[src/rtl/apc_pkg.sv]
// Shared types, codes and the control store of the animation playback clock.
// Used by every module of the block; depends on nothing.
package apc_pkg;

	// Position width, Q16.16.
	localparam int FRAME_BITS = 32;
	localparam int ACT_W      = 3;
	localparam int DT_W       = 16;
	localparam int SPD_W      = 16;
	localparam int CFG_W      = 32;
	localparam int CFG_IDX_W  = 2;
	// Q4.12 times Q8.8 is Q12.20; dropping four bits leaves Q12.16.
	localparam int INC_SHIFT  = 4;
	localparam int INC_W      = DT_W + SPD_W - INC_SHIFT;
	localparam int ACC_W      = FRAME_BITS + 1;
	localparam int DIV_CNT_W  = $clog2(ACC_W + 1);

	// Action codes.
	localparam logic [ACT_W-1:0] ACT_TICK     = 3'd0;
	localparam logic [ACT_W-1:0] ACT_PLAY     = 3'd1;
	localparam logic [ACT_W-1:0] ACT_STOP     = 3'd2;
	localparam logic [ACT_W-1:0] ACT_SETFRAME = 3'd3;
	localparam logic [ACT_W-1:0] ACT_GOSTART  = 3'd4;
	localparam logic [ACT_W-1:0] ACT_GOEND    = 3'd5;

	// Configuration register indexes.
	localparam logic [CFG_IDX_W-1:0] REG_LENGTH  = 2'd0;
	localparam logic [CFG_IDX_W-1:0] REG_SPEED   = 2'd1;
	localparam logic [CFG_IDX_W-1:0] REG_LOOP    = 2'd2;
	localparam logic [CFG_IDX_W-1:0] REG_REVERSE = 2'd3;

	// Datapath operations.
	localparam int OP_W = 5;
	localparam logic [OP_W-1:0] OP_NONE        = 5'd0;
	localparam logic [OP_W-1:0] OP_LATCH       = 5'd1;
	localparam logic [OP_W-1:0] OP_PLAY        = 5'd2;
	localparam logic [OP_W-1:0] OP_STOP        = 5'd3;
	localparam logic [OP_W-1:0] OP_SETFRAME    = 5'd4;
	localparam logic [OP_W-1:0] OP_GOSTART     = 5'd5;
	localparam logic [OP_W-1:0] OP_GOEND       = 5'd6;
	localparam logic [OP_W-1:0] OP_MUL         = 5'd7;
	localparam logic [OP_W-1:0] OP_FSUM        = 5'd8;
	localparam logic [OP_W-1:0] OP_RDIFF       = 5'd9;
	localparam logic [OP_W-1:0] OP_POS_ACC     = 5'd10;
	localparam logic [OP_W-1:0] OP_POS_SUB     = 5'd11;
	localparam logic [OP_W-1:0] OP_CLAMP_END   = 5'd12;
	localparam logic [OP_W-1:0] OP_CLAMP_START = 5'd13;
	localparam logic [OP_W-1:0] OP_POS_ZERO    = 5'd14;
	localparam logic [OP_W-1:0] OP_DIV_START   = 5'd15;
	localparam logic [OP_W-1:0] OP_POS_REM     = 5'd16;
	localparam logic [OP_W-1:0] OP_POS_LEN_REM = 5'd17;

	// Branch conditions: jump to the target when true, else fall through.
	localparam int COND_W = 4;
	localparam logic [COND_W-1:0] C_NEXT       = 4'd0;
	localparam logic [COND_W-1:0] C_ALWAYS     = 4'd1;
	localparam logic [COND_W-1:0] C_DISPATCH   = 4'd2;
	localparam logic [COND_W-1:0] C_NOT_RUN    = 4'd3;
	localparam logic [COND_W-1:0] C_REVERSE    = 4'd4;
	localparam logic [COND_W-1:0] C_NOT_PAST   = 4'd5;
	localparam logic [COND_W-1:0] C_NOT_LOOP   = 4'd6;
	localparam logic [COND_W-1:0] C_LEN_ZERO   = 4'd7;
	localparam logic [COND_W-1:0] C_NOT_BEHIND = 4'd8;

	// What a step waits for before it executes.
	localparam int WT_W = 2;
	localparam logic [WT_W-1:0] W_NONE = 2'd0;
	localparam logic [WT_W-1:0] W_IN   = 2'd1;
	localparam logic [WT_W-1:0] W_EMIT = 2'd2;
	localparam logic [WT_W-1:0] W_DIV  = 2'd3;

	// Frame source of an emitted item.
	localparam int ESRC_W = 2;
	localparam logic [ESRC_W-1:0] ES_POS  = 2'd0;
	localparam logic [ESRC_W-1:0] ES_LEN  = 2'd1;
	localparam logic [ESRC_W-1:0] ES_ZERO = 2'd2;

	// Control store addresses.
	localparam int PC_W = 5;
	localparam logic [PC_W-1:0] A_IDLE        = 5'd0;
	localparam logic [PC_W-1:0] A_DECODE      = 5'd1;
	localparam logic [PC_W-1:0] A_TICK        = 5'd2;
	localparam logic [PC_W-1:0] A_MUL         = 5'd3;
	localparam logic [PC_W-1:0] A_DIR         = 5'd4;
	localparam logic [PC_W-1:0] A_FSUM        = 5'd5;
	localparam logic [PC_W-1:0] A_FPAST       = 5'd6;
	localparam logic [PC_W-1:0] A_FLOOP       = 5'd7;
	localparam logic [PC_W-1:0] A_FEMIT       = 5'd8;
	localparam logic [PC_W-1:0] A_FLEN0       = 5'd9;
	localparam logic [PC_W-1:0] A_FDIV        = 5'd10;
	localparam logic [PC_W-1:0] A_FREM        = 5'd11;
	localparam logic [PC_W-1:0] A_CLAMP_END   = 5'd12;
	localparam logic [PC_W-1:0] A_FSTORE      = 5'd13;
	localparam logic [PC_W-1:0] A_REV         = 5'd14;
	localparam logic [PC_W-1:0] A_RLOOP       = 5'd15;
	localparam logic [PC_W-1:0] A_REMIT       = 5'd16;
	localparam logic [PC_W-1:0] A_RLEN0       = 5'd17;
	localparam logic [PC_W-1:0] A_RDIFF       = 5'd18;
	localparam logic [PC_W-1:0] A_RDIV        = 5'd19;
	localparam logic [PC_W-1:0] A_RREM        = 5'd20;
	localparam logic [PC_W-1:0] A_CLAMP_START = 5'd21;
	localparam logic [PC_W-1:0] A_RSUB        = 5'd22;
	localparam logic [PC_W-1:0] A_ZERO        = 5'd23;
	localparam logic [PC_W-1:0] A_EMIT        = 5'd24;
	localparam logic [PC_W-1:0] A_PLAY        = 5'd25;
	localparam logic [PC_W-1:0] A_STOP        = 5'd26;
	localparam logic [PC_W-1:0] A_SETFRAME    = 5'd27;
	localparam logic [PC_W-1:0] A_GOSTART     = 5'd28;
	localparam logic [PC_W-1:0] A_GOEND       = 5'd29;

	typedef struct packed {
		logic [OP_W-1:0]   op;
		logic [COND_W-1:0] cond;
		logic [PC_W-1:0]   target;
		logic [WT_W-1:0]   wt;
		logic [ESRC_W-1:0] esrc;
		logic              elast;
	} ucw_t;

	typedef struct packed {
		logic [FRAME_BITS-1:0] length;
		logic [SPD_W-1:0]      speed;
		logic                  loop_mode;
		logic                  reverse;
	} cfg_t;

	typedef struct packed {
		logic              fire;
		logic [OP_W-1:0]   op;
		logic              emit;
		logic [ESRC_W-1:0] esrc;
		logic              elast;
	} dp_ctl_t;

	typedef struct packed {
		logic             running;
		logic             reverse;
		logic             past;
		logic             loop_mode;
		logic             len_zero;
		logic             not_behind;
		logic             out_free;
		logic             div_busy;
		logic [ACT_W-1:0] action;
	} dp_flags_t;

	function automatic ucw_t uc(input logic [OP_W-1:0] op, input logic [COND_W-1:0] cond,
			input logic [PC_W-1:0] target, input logic [WT_W-1:0] wt,
			input logic [ESRC_W-1:0] esrc, input logic elast);
		ucw_t w;
		w.op     = op;
		w.cond   = cond;
		w.target = target;
		w.wt     = wt;
		w.esrc   = esrc;
		w.elast  = elast;
		return w;
	endfunction

	// The control program.
	function automatic ucw_t ucode_word(input logic [PC_W-1:0] addr);
		ucw_t w;
		unique case (addr)
			A_IDLE:        w = uc(OP_LATCH, C_NEXT, A_IDLE, W_IN, ES_POS, 1'b0);
			A_DECODE:      w = uc(OP_NONE, C_DISPATCH, A_IDLE, W_NONE, ES_POS, 1'b0);
			A_TICK:        w = uc(OP_NONE, C_NOT_RUN, A_IDLE, W_NONE, ES_POS, 1'b0);
			A_MUL:         w = uc(OP_MUL, C_NEXT, A_IDLE, W_NONE, ES_POS, 1'b0);
			A_DIR:         w = uc(OP_NONE, C_REVERSE, A_REV, W_NONE, ES_POS, 1'b0);
			A_FSUM:        w = uc(OP_FSUM, C_NEXT, A_IDLE, W_NONE, ES_POS, 1'b0);
			A_FPAST:       w = uc(OP_NONE, C_NOT_PAST, A_FSTORE, W_NONE, ES_POS, 1'b0);
			A_FLOOP:       w = uc(OP_NONE, C_NOT_LOOP, A_CLAMP_END, W_NONE, ES_POS, 1'b0);
			A_FEMIT:       w = uc(OP_NONE, C_NEXT, A_IDLE, W_EMIT, ES_LEN, 1'b0);
			A_FLEN0:       w = uc(OP_NONE, C_LEN_ZERO, A_ZERO, W_NONE, ES_POS, 1'b0);
			A_FDIV:        w = uc(OP_DIV_START, C_NEXT, A_IDLE, W_NONE, ES_POS, 1'b0);
			A_FREM:        w = uc(OP_POS_REM, C_ALWAYS, A_EMIT, W_DIV, ES_POS, 1'b0);
			A_CLAMP_END:   w = uc(OP_CLAMP_END, C_ALWAYS, A_EMIT, W_NONE, ES_POS, 1'b0);
			A_FSTORE:      w = uc(OP_POS_ACC, C_ALWAYS, A_EMIT, W_NONE, ES_POS, 1'b0);
			A_REV:         w = uc(OP_NONE, C_NOT_BEHIND, A_RSUB, W_NONE, ES_POS, 1'b0);
			A_RLOOP:       w = uc(OP_NONE, C_NOT_LOOP, A_CLAMP_START, W_NONE, ES_POS, 1'b0);
			A_REMIT:       w = uc(OP_NONE, C_NEXT, A_IDLE, W_EMIT, ES_ZERO, 1'b0);
			A_RLEN0:       w = uc(OP_NONE, C_LEN_ZERO, A_ZERO, W_NONE, ES_POS, 1'b0);
			A_RDIFF:       w = uc(OP_RDIFF, C_NEXT, A_IDLE, W_NONE, ES_POS, 1'b0);
			A_RDIV:        w = uc(OP_DIV_START, C_NEXT, A_IDLE, W_NONE, ES_POS, 1'b0);
			A_RREM:        w = uc(OP_POS_LEN_REM, C_ALWAYS, A_EMIT, W_DIV, ES_POS, 1'b0);
			A_CLAMP_START: w = uc(OP_CLAMP_START, C_ALWAYS, A_EMIT, W_NONE, ES_POS, 1'b0);
			A_RSUB:        w = uc(OP_POS_SUB, C_ALWAYS, A_EMIT, W_NONE, ES_POS, 1'b0);
			A_ZERO:        w = uc(OP_POS_ZERO, C_NEXT, A_IDLE, W_NONE, ES_POS, 1'b0);
			A_EMIT:        w = uc(OP_NONE, C_ALWAYS, A_IDLE, W_EMIT, ES_POS, 1'b1);
			A_PLAY:        w = uc(OP_PLAY, C_ALWAYS, A_IDLE, W_NONE, ES_POS, 1'b0);
			A_STOP:        w = uc(OP_STOP, C_ALWAYS, A_IDLE, W_NONE, ES_POS, 1'b0);
			A_SETFRAME:    w = uc(OP_SETFRAME, C_ALWAYS, A_IDLE, W_NONE, ES_POS, 1'b0);
			A_GOSTART:     w = uc(OP_GOSTART, C_ALWAYS, A_EMIT, W_NONE, ES_POS, 1'b0);
			A_GOEND:       w = uc(OP_GOEND, C_ALWAYS, A_EMIT, W_NONE, ES_POS, 1'b0);
			default:       w = uc(OP_NONE, C_ALWAYS, A_IDLE, W_NONE, ES_POS, 1'b0);
		endcase
		return w;
	endfunction

	// Entry point of each action's routine.
	function automatic logic [PC_W-1:0] dispatch_target(input logic [ACT_W-1:0] action);
		logic [PC_W-1:0] t;
		unique case (action)
			ACT_TICK:     t = A_TICK;
			ACT_PLAY:     t = A_PLAY;
			ACT_STOP:     t = A_STOP;
			ACT_SETFRAME: t = A_SETFRAME;
			ACT_GOSTART:  t = A_GOSTART;
			ACT_GOEND:    t = A_GOEND;
			default:      t = A_IDLE;
		endcase
		return t;
	endfunction

endpackage

[src/rtl/apc_divider.sv]
// Restoring divider of the animation playback clock: one quotient bit a cycle,
// only the remainder is kept. Depends on apc_pkg.
module apc_divider (
	input  logic                          clk,
	input  logic                          arst_n,
	input  logic                          start,
	input  logic [apc_pkg::ACC_W-1:0]      dividend,
	input  logic [apc_pkg::FRAME_BITS-1:0] divisor,
	output logic                          busy,
	output logic [apc_pkg::FRAME_BITS-1:0] rem
);
	import apc_pkg::*;

	logic [DIV_CNT_W-1:0]  cnt_q;
	logic [ACC_W-1:0]      dvd_q;
	logic [FRAME_BITS-1:0] dvs_q;
	logic [FRAME_BITS-1:0] rem_q;
	logic [ACC_W-1:0]      shifted;
	logic [ACC_W-1:0]      diff;

	assign busy    = (cnt_q != '0);
	assign rem     = rem_q;
	assign shifted = {rem_q, dvd_q[ACC_W-1]};
	assign diff    = shifted - {1'b0, dvs_q};

	always_ff @(posedge clk or negedge arst_n) begin
		if (!arst_n) begin
			cnt_q <= '0;
		end else if (start) begin
			cnt_q <= DIV_CNT_W'(ACC_W);
		end else if (busy) begin
			cnt_q <= cnt_q - 1'b1;
		end
	end

	always_ff @(posedge clk) begin
		if (start) begin
			dvd_q <= dividend;
			dvs_q <= divisor;
			rem_q <= '0;
		end else if (busy) begin
			dvd_q <= {dvd_q[ACC_W-2:0], 1'b0};
			if (shifted >= {1'b0, dvs_q}) begin
				rem_q <= diff[FRAME_BITS-1:0];
			end else begin
				rem_q <= shifted[FRAME_BITS-1:0];
			end
		end
	end

endmodule

[src/rtl/apc_datapath.sv]
// Datapath of the animation playback clock: position state, tick arithmetic,
// remainder unit and the output register. Depends on apc_pkg and apc_divider.
module apc_datapath (
	input  logic                          clk,
	input  logic                          arst_n,
	input  apc_pkg::cfg_t                 cfg,
	input  apc_pkg::dp_ctl_t              ctl,
	output apc_pkg::dp_flags_t            flags,
	input  logic [apc_pkg::ACT_W-1:0]      action,
	input  logic [apc_pkg::DT_W-1:0]       delta_time,
	input  logic [apc_pkg::FRAME_BITS-1:0] new_frame,
	input  logic                          out_stall,
	output logic                          out_valid,
	output logic [apc_pkg::FRAME_BITS-1:0] frame_pos,
	output logic [apc_pkg::FRAME_BITS-1:0] previous_pos,
	output logic                          playing,
	output logic                          last
);
	import apc_pkg::*;

	logic [ACT_W-1:0]      act_q;
	logic [DT_W-1:0]       delta_q;
	logic [FRAME_BITS-1:0] nf_q;
	logic [FRAME_BITS-1:0] pos_q;
	logic [FRAME_BITS-1:0] prev_q;
	logic                  run_q;
	logic [INC_W-1:0]      inc_q;
	logic [ACC_W-1:0]      acc_q;
	logic                  out_valid_q;
	logic [FRAME_BITS-1:0] out_frame_q;
	logic [FRAME_BITS-1:0] out_prev_q;
	logic                  out_play_q;
	logic                  out_last_q;

	logic [DT_W+SPD_W-1:0] product;
	logic [FRAME_BITS-1:0] inc_ext;
	logic [FRAME_BITS-1:0] emit_frame;
	logic [FRAME_BITS-1:0] rem;
	logic                  div_busy;
	logic                  div_start;

	assign product   = delta_q * cfg.speed;
	assign inc_ext   = FRAME_BITS'(inc_q);
	assign div_start = ctl.fire && (ctl.op == OP_DIV_START);

	apc_divider u_div (
		.clk      (clk),
		.arst_n   (arst_n),
		.start    (div_start),
		.dividend (acc_q),
		.divisor  (cfg.length),
		.busy     (div_busy),
		.rem      (rem)
	);

	// Position state.
	always_ff @(posedge clk or negedge arst_n) begin
		if (!arst_n) begin
			pos_q  <= '0;
			prev_q <= '0;
			run_q  <= 1'b0;
		end else if (ctl.fire) begin
			case (ctl.op)
				OP_PLAY: run_q <= 1'b1;
				OP_STOP: run_q <= 1'b0;
				OP_SETFRAME: begin
					prev_q <= pos_q;
					pos_q  <= nf_q;
				end
				OP_GOSTART: begin
					pos_q  <= '0;
					prev_q <= '0;
				end
				OP_GOEND: begin
					pos_q  <= cfg.length;
					prev_q <= cfg.length;
				end
				OP_MUL:     prev_q <= pos_q;
				OP_POS_ACC: pos_q  <= acc_q[FRAME_BITS-1:0];
				OP_POS_SUB: pos_q  <= pos_q - inc_ext;
				OP_CLAMP_END: begin
					pos_q <= cfg.length;
					run_q <= 1'b0;
				end
				OP_CLAMP_START: begin
					pos_q <= '0;
					run_q <= 1'b0;
				end
				OP_POS_ZERO:    pos_q <= '0;
				OP_POS_REM:     pos_q <= rem;
				OP_POS_LEN_REM: pos_q <= cfg.length - rem;
				default: ;
			endcase
		end
	end

	// Item capture and working registers.
	always_ff @(posedge clk) begin
		if (ctl.fire) begin
			case (ctl.op)
				OP_LATCH: begin
					act_q   <= action;
					delta_q <= delta_time;
					nf_q    <= new_frame;
				end
				OP_MUL:   inc_q <= product[DT_W+SPD_W-1:INC_SHIFT];
				OP_FSUM:  acc_q <= {1'b0, pos_q} + ACC_W'(inc_q);
				OP_RDIFF: acc_q <= {1'b0, cfg.length} + ACC_W'(inc_q) - {1'b0, pos_q};
				default: ;
			endcase
		end
	end

	always_comb begin
		case (ctl.esrc)
			ES_LEN:  emit_frame = cfg.length;
			ES_ZERO: emit_frame = '0;
			default: emit_frame = pos_q;
		endcase
	end

	always_ff @(posedge clk or negedge arst_n) begin
		if (!arst_n) begin
			out_valid_q <= 1'b0;
		end else if (ctl.emit) begin
			out_valid_q <= 1'b1;
		end else if (!out_stall) begin
			out_valid_q <= 1'b0;
		end
	end

	always_ff @(posedge clk) begin
		if (ctl.emit) begin
			out_frame_q <= emit_frame;
			out_prev_q  <= prev_q;
			out_play_q  <= run_q;
			out_last_q  <= ctl.elast;
		end
	end

	assign out_valid    = out_valid_q;
	assign frame_pos    = out_frame_q;
	assign previous_pos = out_prev_q;
	assign playing      = out_play_q;
	assign last         = out_last_q;

	always_comb begin
		flags.running    = run_q;
		flags.reverse    = cfg.reverse;
		flags.past       = (acc_q > {1'b0, cfg.length});
		flags.loop_mode  = cfg.loop_mode;
		flags.len_zero   = (cfg.length == '0);
		flags.not_behind = (inc_ext <= pos_q);
		flags.out_free   = !out_valid_q || !out_stall;
		flags.div_busy   = div_busy;
		flags.action     = act_q;
	end

endmodule

[src/rtl/apc_sequencer.sv]
// Microcode sequencer of the animation playback clock: step counter, control
// store lookup, wait handling and conditional jumps. Depends on apc_pkg.
module apc_sequencer (
	input  logic               clk,
	input  logic               arst_n,
	input  logic               in_valid,
	output logic               in_stall,
	input  apc_pkg::dp_flags_t flags,
	output apc_pkg::dp_ctl_t   ctl
);
	import apc_pkg::*;

	logic [PC_W-1:0] pc_q;
	logic [PC_W-1:0] pc_next;
	ucw_t            uw;
	logic            hold;
	logic            take;

	assign uw = ucode_word(pc_q);

	always_comb begin
		unique case (uw.wt)
			W_IN:    hold = !in_valid;
			W_EMIT:  hold = !flags.out_free;
			W_DIV:   hold = flags.div_busy;
			default: hold = 1'b0;
		endcase
	end

	always_comb begin
		unique case (uw.cond)
			C_ALWAYS:     take = 1'b1;
			C_NOT_RUN:    take = !flags.running;
			C_REVERSE:    take = flags.reverse;
			C_NOT_PAST:   take = !flags.past;
			C_NOT_LOOP:   take = !flags.loop_mode;
			C_LEN_ZERO:   take = flags.len_zero;
			C_NOT_BEHIND: take = flags.not_behind;
			default:      take = 1'b0;
		endcase
	end

	always_comb begin
		if (hold) begin
			pc_next = pc_q;
		end else if (uw.cond == C_DISPATCH) begin
			pc_next = dispatch_target(flags.action);
		end else if (take) begin
			pc_next = uw.target;
		end else begin
			pc_next = pc_q + 1'b1;
		end
	end

	always_ff @(posedge clk or negedge arst_n) begin
		if (!arst_n) begin
			pc_q <= A_IDLE;
		end else begin
			pc_q <= pc_next;
		end
	end

	assign in_stall = (pc_q != A_IDLE);

	always_comb begin
		ctl.fire  = !hold;
		ctl.op    = uw.op;
		ctl.emit  = (uw.wt == W_EMIT) && !hold;
		ctl.esrc  = uw.esrc;
		ctl.elast = uw.elast;
	end

endmodule

[src/rtl/animation_playback_clock.sv]
// Top level of the animation playback clock: configuration registers, the
// microcode sequencer and the datapath. Depends on apc_pkg and its submodules.
//
// The block keeps an animation position in unsigned Q16.16 together with the
// previous position and a playing flag, and works one command item at a time.
// A new item is taken only when the sequencer is back at its idle step; play,
// stop and set frame give no result. Go to start and go to end give one
// result each. A tick while playing, forward or backward, gives one result
// when the position stays inside the animation; when it wraps, the remainder
// by the programmed length comes from a restoring divider that yields one
// bit a cycle, and a wrap gives two results (the boundary frame, then the
// wrapped frame, marked last). Results go out through an output register,
// so the next item can be taken while a result still waits; a step that
// emits holds until that register is free. Configuration is written through
// cfg_we, cfg_index and cfg_data and should only change while the block is
// idle.
module animation_playback_clock (
	input  logic                          clk,
	input  logic                          arst_n,
	input  logic                          cfg_we,
	input  logic [apc_pkg::CFG_IDX_W-1:0]  cfg_index,
	input  logic [apc_pkg::CFG_W-1:0]      cfg_data,
	input  logic                          in_valid,
	output logic                          in_stall,
	input  logic [apc_pkg::ACT_W-1:0]      action,
	input  logic [apc_pkg::DT_W-1:0]       delta_time,
	input  logic [apc_pkg::FRAME_BITS-1:0] new_frame,
	output logic                          out_valid,
	input  logic                          out_stall,
	output logic [apc_pkg::FRAME_BITS-1:0] frame_pos,
	output logic [apc_pkg::FRAME_BITS-1:0] previous_pos,
	output logic                          playing,
	output logic                          last
);
	import apc_pkg::*;

	cfg_t      cfg_q;
	dp_ctl_t   ctl;
	dp_flags_t flags;

	// Configuration registers. The reset defaults give a one-frame loop
	// played forward at unit speed.
	always_ff @(posedge clk or negedge arst_n) begin
		if (!arst_n) begin
			cfg_q.length    <= FRAME_BITS'(65536);
			cfg_q.speed     <= SPD_W'(256);
			cfg_q.loop_mode <= 1'b1;
			cfg_q.reverse   <= 1'b0;
		end else if (cfg_we) begin
			case (cfg_index)
				REG_LENGTH:  cfg_q.length    <= cfg_data[FRAME_BITS-1:0];
				REG_SPEED:   cfg_q.speed     <= cfg_data[SPD_W-1:0];
				REG_LOOP:    cfg_q.loop_mode <= cfg_data[0];
				REG_REVERSE: cfg_q.reverse   <= cfg_data[0];
				default: ;
			endcase
		end
	end

	// The sequencer steps through the control program and tells the
	// datapath which operation to perform and when to emit an item.
	apc_sequencer u_seq (
		.clk      (clk),
		.arst_n   (arst_n),
		.in_valid (in_valid),
		.in_stall (in_stall),
		.flags    (flags),
		.ctl      (ctl)
	);

	// The datapath holds the position state and drives the output channel.
	apc_datapath u_dp (
		.clk          (clk),
		.arst_n       (arst_n),
		.cfg          (cfg_q),
		.ctl          (ctl),
		.flags        (flags),
		.action       (action),
		.delta_time   (delta_time),
		.new_frame    (new_frame),
		.out_stall    (out_stall),
		.out_valid    (out_valid),
		.frame_pos    (frame_pos),
		.previous_pos (previous_pos),
		.playing      (playing),
		.last         (last)
	);

endmodule

[config.mk]
export PLATFORM = sky130hd
export DESIGN_NAME = animation_playback_clock
export DESIGN_NICKNAME = d
export VERILOG_FILES = /design/src/rtl/apc_pkg.sv /design/src/rtl/apc_divider.sv /design/src/rtl/apc_datapath.sv /design/src/rtl/apc_sequencer.sv /design/src/rtl/animation_playback_clock.sv
export SDC_FILE = /design/constraint.sdc
export NUM_CORES = 2
export LEC_CHECK = 0
export BUFFER_PORTS_ARGS = -buffer_cell sky130_fd_sc_hd__buf_2
export CAP_MARGIN = 40
export CORE_AREA = 8 8 287 428
export CTS_CLUSTER_DIAMETER = 60
export CTS_CLUSTER_SIZE = 40
export DETAILED_ROUTE_END_ITERATION = 8
export DIE_AREA = 0 0 295 436
export PLACE_DENSITY = 0.47
export RECOVER_POWER = 100
export SYNTH_ARGS = -nofsm -noshare
export SYNTH_HDL_FRONTEND = slang
export SYNTH_SLANG_ARGS = --single-unit
[constraint.sdc]
create_clock -name clk -period 7.5 [get_ports clk]
set_input_delay 0.375 -clock clk [delete_from_list [all_inputs] [get_ports clk]]
set_output_delay 0.375 -clock clk [all_outputs]
set_load 0.01 [all_outputs]
# Yosys cells after proc, flatten, opt, wreduce, memory -nomap -nowiden

Memory sizes are Yosys's and may differ from the RTL's.
Cells that the tools add are included.

Eq/ne operators: 39
Order comparisons: 3
$mul: 1
Multiplexer cells: 17
Add/sub/neg operators: 8
Bitwise operators: 1
Reduce and logical (&&, ||, !) cells: 35

Operator list:

| kind               | count |
|---|---|
| $pmux 32 s7        | 1 |
| $pmux 32 s3        | 1 |
| $add 32x28->33     | 2 |
| $mux 33            | 2 |
| $pmux 33 s2        | 1 |
| $pmux 32 s2        | 1 |
| $sub 32x32->32     | 2 |
| $eq 5x4->1 const B | 8 |
| $ge 33x32->1       | 1 |
| $gt 33x32->1       | 1 |
| $sub 33x32->33     | 1 |
| $le 28x32->1       | 1 |
| $logic_not 32->1   | 1 |
| $mul 16x16->32     | 1 |
| $mux 32            | 1 |
| $sub 32x28->32     | 1 |
| $pmux 5 s6         | 1 |
| $eq 5x3->1 const B | 4 |
| $reduce_and 2->1   | 10 |
| $eq 4x3->1 const B | 4 |
| $mux 6             | 2 |
| $eq 2x2->1 const B | 5 |
| $eq 5x2->1 const B | 2 |
| $eq 5x5->1 const B | 2 |
| other kinds (29)   | 48 |

Bits in read-only memories: 608
Memories: 1
Register bits: 402
Logic and storage cells: 127

Memory list:

| name             | depth | bits a word | read ports | clocked after Yosys merged registers in | wr ports | RTL line       | text |
|---|---|---|---|---|---|---|---|
| (name not given) | 32    | 19          | 1          | 0                                       | 0        | apc_pkg.sv:163 | `unique case (addr)` |

# Logic depth before layout (Yosys ltp)

Depth in word-level cells: 7
Gate-level depth with buffers: 26
Mapped depth without buffers: 24

# By module

From an unflattened synthesis, not the netlist that was laid out.

Cell total of the unflattened synthesis: 3,784
Area, all modules: 35,606.6 um^2

By module, submodules not included:

| module                   | cells an instance | times used | area an instance (um^2) | sequential area each (um^2) |
|---|---|---|---|---|
| apc_datapath             | 2,913             | 1          | 26,359.0                | 6,996.7 |
| apc_divider              | 599               | 1          | 6,125.9                 | 2,742.6 |
| animation_playback_clock | 108               | 1          | 1,908.1                 | 1,255.0 |
| apc_sequencer            | 164               | 1          | 1,213.7                 | 125.1 |

# Worst setup path before layout

No wires, ideal clock.

Path kind: flip-flop to flip-flop
Start: reg u_seq.pc_q[1]
End: reg u_dp.act_q[0], enable pin
Arrival time: 5.735 ns
Cell stages (with the launch flop): 12
Library setup time: 0.522 ns
Setup slack: 1.243 ns
Path through: dfrtp_1 clkbuf_1 inv_1 ha_1 clkbuf_1 nand2_1 o21a_1 o21ai_1 nand2b_1 a2bb2oi_2 nand2_1 nor3_1

Word-level cells in the longest chain between the ends: 5

RTL lines:

| what                                            | RTL line            | text |
|---|---|---|
| start, declared                                 | apc_sequencer.sv:13 | `logic [PC_W-1:0] pc_q;` |
| start signal, assigned                          | apc_sequencer.sv:59 | `pc_q <= pc_next;` |
| $mem_v2 32x19 *                                 | --                  |  |
| $eq 2x2->1 / $eq 2x1->1 (equally long branches) | apc_sequencer.sv:22 | `unique case (uw.wt)` |
| $pmux 1 s3                                      | apc_sequencer.sv:22 |  |
| $not 1->1 (no line)                             | --                  |  |
| $reduce_and 2->1 (no line) *                    | --                  |  |
| end signal, assigned                            | apc_datapath.sv:102 | `act_q <= action;` |
| end, declared                                   | apc_datapath.sv:21  | `logic [ACT_W-1:0] act_q;` |

Every way passes the cells marked *; elsewhere a longest branch is shown, timed or not.
A chain may end at the register's enable or synchronous reset.

# Worst setup path in the final report

Start: reg cfg_q[10] (netlist name)
End: reg u_dp.inc_q[27], data pin

Word-level cells in the longest chain between the ends: 1

RTL lines:

| what                 | RTL line                       | text |
|---|---|---|
| start, declared      | animation_playback_clock.sv:37 | `cfg_t cfg_q;` |
| $mul 16x16->32       | apc_datapath.sv:42             | `assign product = delta_q * cfg.speed;` |
| net u_dp.product[31] | apc_datapath.sv:35             | `logic [DT_W+SPD_W-1:0] product;` |
| end signal, assigned | apc_datapath.sv:106            | `OP_MUL: inc_q <= product[DT_W+SPD_W-1:INC_SHIFT];` |
| end, declared        | apc_datapath.sv:27             | `logic [INC_W-1:0] inc_q;` |

The timed path passes the listed nets, and every way through them passes these cells.

==> summary.md <==
| Metric | Value |
|---|---|
| Final-report setup violation count | 0 |
| Failing checks | max-capacitance violations, max-slew violations |
| Antenna Violating Nets Remaining | 0 |
| Root Buffer Master | clkbuf_16 |
| Row Count | ~150 |
| Reg clk slew, reported paths | approximately 0.070 ns |
| CP Max Fanout | 17 |
| First-pass GRT wire length | approximately 180 mm |
| Most flop-heavy register | cfg_q |
| CP Data Arrival Time | roughly 7.4 ns |
| Fin area | around 40000 µm² |
| PostCTS Resize Cnt | 0 |
| FMAX | ~0.14 GHz |
| Number of synthesis warnings | 0 |
| Post-Synthesis Cell Area | around 35000 µm² |
| # diodes | 0 |
| Final max-slew violation count | 527 |
| Hold_buf cts | 69 |
| Startpoint Class | flip-flop |
| Die area | between 100000 and 150000 µm² |
| Total iterations of the first detailed-routing run | 6 |
| WL/cell | about 22 µm |
| Most common cell after layout, fill and taps aside | inv_1 |
| Final worst-path cycle share | a little over nine tenths |
| Setup bufs post-CTS | 0 |
| Sequential area share after synthesis | 32.0% |
| Max Cap Viol | 14 |
| Actual slew at the worst max-slew pin | around 4.8 ns |
| Vias in the first global route | approximately 30000 |
| CTS buffer count | 43 |
| Largest regs | cfg_q: 50 flops, u_dp.acc_q: 33 flops, u_dp.u_div.dvd_q: 33 flops |
| Core Util, Final | about 34% |
| Final wirelength | about 120 mm |
| Detailed Place HPWL | about 95 mm |
| #FFs+latches synth | around 400 |
| Max reg flops | 50 |
| Crit end category | flip-flop |
| Leading register cell type out of synthesis | edfxtp_1 |
| Clock Tree Buf Depth | 3 |
| Total grt overflow | 0 |
| DR vias/cell | 5.06 |
| Gp weighted congestion | 0.903 |
| Final worst path period need | about 7.0 ns |
| Initial drt markers | 1677 |
| Non-filler cells, final | around 5500 |
| Largest net degree at the start of global routing | 70 |
| Critical path data required time | a little under 8 ns |
| Placed inst area | ~37000 µm² |
| Nets | between 4000 and 5000 |
| Worst hold path type | in -> reg |
| Vias | 27900 |
| CTS H-tree lvls | 2 |
| Post-synthesis net count | ~4400 |
| Worst clock skew | ~0.068 ns |
| Syn-to-layout area delta | 13.1% |
| Status | complete, but fails checks |
| Starting Density | 29.8% |
| Final Hold Fails | 0 |
| Cells after synthesis | approximately 3800 |
| # placed instances | 5366 |
| CTS sink cnt | 402 |
| Setup Crit Path Kind | reg -> reg |
| Post-synth EDFFs | 243 |
| Core area | roughly 120000 µm² |
| Commonest non-fill, non-tap cells in the layout | inv_1, nand2_1, ha_1 |
| Initial antenna violation count | 1 |
| HP Start | out_stall |
| Skew-Pair Late Insertion Delay | between 0.6 and 0.7 ns |
| Die X | around 300 µm |
| Max-Slew Margin vs Limit | -223% |
| Die Y | between 400 and 500 µm |
| Post-route DRC | 0 |
| Syn Area/Cell | between 9 and 10 µm² |
| Ys async rst share | a little under a third |
| Io pins | 158 |
| Cell variety after synth | 95 |
| GRT Total Usage | a little under a fifth |
| Post-Route Setup TNS | 0 ns |
| Fillers | 12200 |
| Share of layout cells above drive strength 1 | under 10% |
| Port Buffers | roughly 160 |
| RR Startpoint | cfg_q[10] |
| Worst Setup SP | cfg_q[10] |
| TritonCTS clock tree | done |
| RSZ-0062 raised after global routing | false |
-- worst max-delay path, cell delays in order (launching register included) --
cell	delay (ns)
dfstp_1	0.95
nand2_1	0.16
fa_1	0.53
inv_1	0.05
fa_1	0.49
fa_1	0.57
fa_1	0.43
fa_1	0.49
inv_1	0.05
fa_1	0.47
inv_1	0.04
ha_1	0.34
a21o_1	0.18
a21oi_1	0.27
nand2_1	0.08
a311oi_1	0.61
o31ai_1	0.14
clkbuf_1	0.17
nand4b_1	0.15
a221oi_1	0.13
a21o_1	0.20
a21oi_1	0.16
xnor2_1	0.08
-- layout make-up --
cell class                      instances  area, µm²  share of cell area [%]
Inverter                              486       1830                    4.65
Clock inverter                         34        414                    1.05
Sequential cell                       402      11100                    28.3
Tap cell                             1560       1950                    4.97
Clock buffer                           46       1090                    2.77
Timing Repair Buffer                  278       1720                    4.37
Multi-Input combinational cell       2709      21100                    53.9
-- layer usage --
layer | wire length, µm | part of all wire [%] | track usage (%)
met1 | 47900 | 40 | 21.2
met2 | 61200 | 51 | 33.7
met3 | 4010 | 3.3 | 1.65
met4 | 6710 | 5.6 | 8.80
met5 | 0 | 0 | 0
-- synthesized netlist by cell type, drive strengths merged (14+ instances only) --
cell / instances / share of area, %
edfxtp: 243 / 21
o22ai: 26 / 0.49
xor2: 49 / 1.2
nand3: 45 / 0.65
a21oi: 254 / 3.7
o21bai: 32 / 0.69
o31ai: 18 / 0.40
and3: 19 / 0.34
o21ai: 170 / 2.5
inv: 485 / 5.2
a222oi: 24 / 0.69
a31oi: 25 / 0.47
o21a: 25 / 0.54
xnor2: 106 / 2.7
fa: 226 / 13
a21o: 74 / 1.6
dfxtp: 32 / 1.8
nor2: 252 / 2.8
nor4: 21 / 0.41
and2: 123 / 2.2
a211oi: 36 / 0.78
nand2b: 38 / 0.68
clkbuf: 107 / 1.2
nand2: 419 / 4.5
ha: 296 / 11
o211ai: 25 / 0.54
a22o: 34 / 0.86
mux2: 19 / 0.62
mux2i: 20 / 0.58
or3: 25 / 0.45
nand4: 39 / 0.75
nor3: 38 / 0.61
dfrtp: 124 / 8.9
nor2b: 32 / 0.58
a22oi: 47 / 1.0
buf: 50 / 0.72
a221oi: 14 / 0.37
-- kinds of logic (layout without fill, tap and decap cells) --
logic type | after synthesis | after routing | share of synthesized area [%]
xor+xnor | 155 | 155 | 3.91
buf+inv | 643 | 844 | 7.14
compound gates | 904 | 904 | 17.2
flops | 402 | 402 | 32.0
fa+ha+maj | 522 | 522 | 23.7
mux | 39 | 39 | 1.19
simple gates | 1089 | 1089 | 14.8
-- worst paths after layout --
kind | endpoint | slack [ns] | cells past startpoint
min in group asynchronous | u_seq.pc_q[1] | 0.21 | 2
worst max-delay path | u_dp.inc_q[27] | 0.48 | 22
max in group asynchronous | u_dp.prev_q[14] | 1.48 | 4
worst max register to register | u_dp.inc_q[27] | 0.48 | 22
worst min register to register | u_dp.previous_pos[20] | 0.39 | 0
worst min-delay path | u_dp.out_valid | 0.01 | 3
-- per-stage QoR --
step	worst slack (ns)	hold WS, ns
2_1_floorplan	1.24	0.0794
3_3_place_gp	0.677	0.432
3_5_place_dp	0.612	0.189
4_1_cts	0.534	0.0182
5_1_grt	0.199	0.00970
6_report	0.477	0.0150
Power is left out: the tool's default activity adds up to more than one toggle a clock period on the data nets, which glitch-free logic cannot reach.
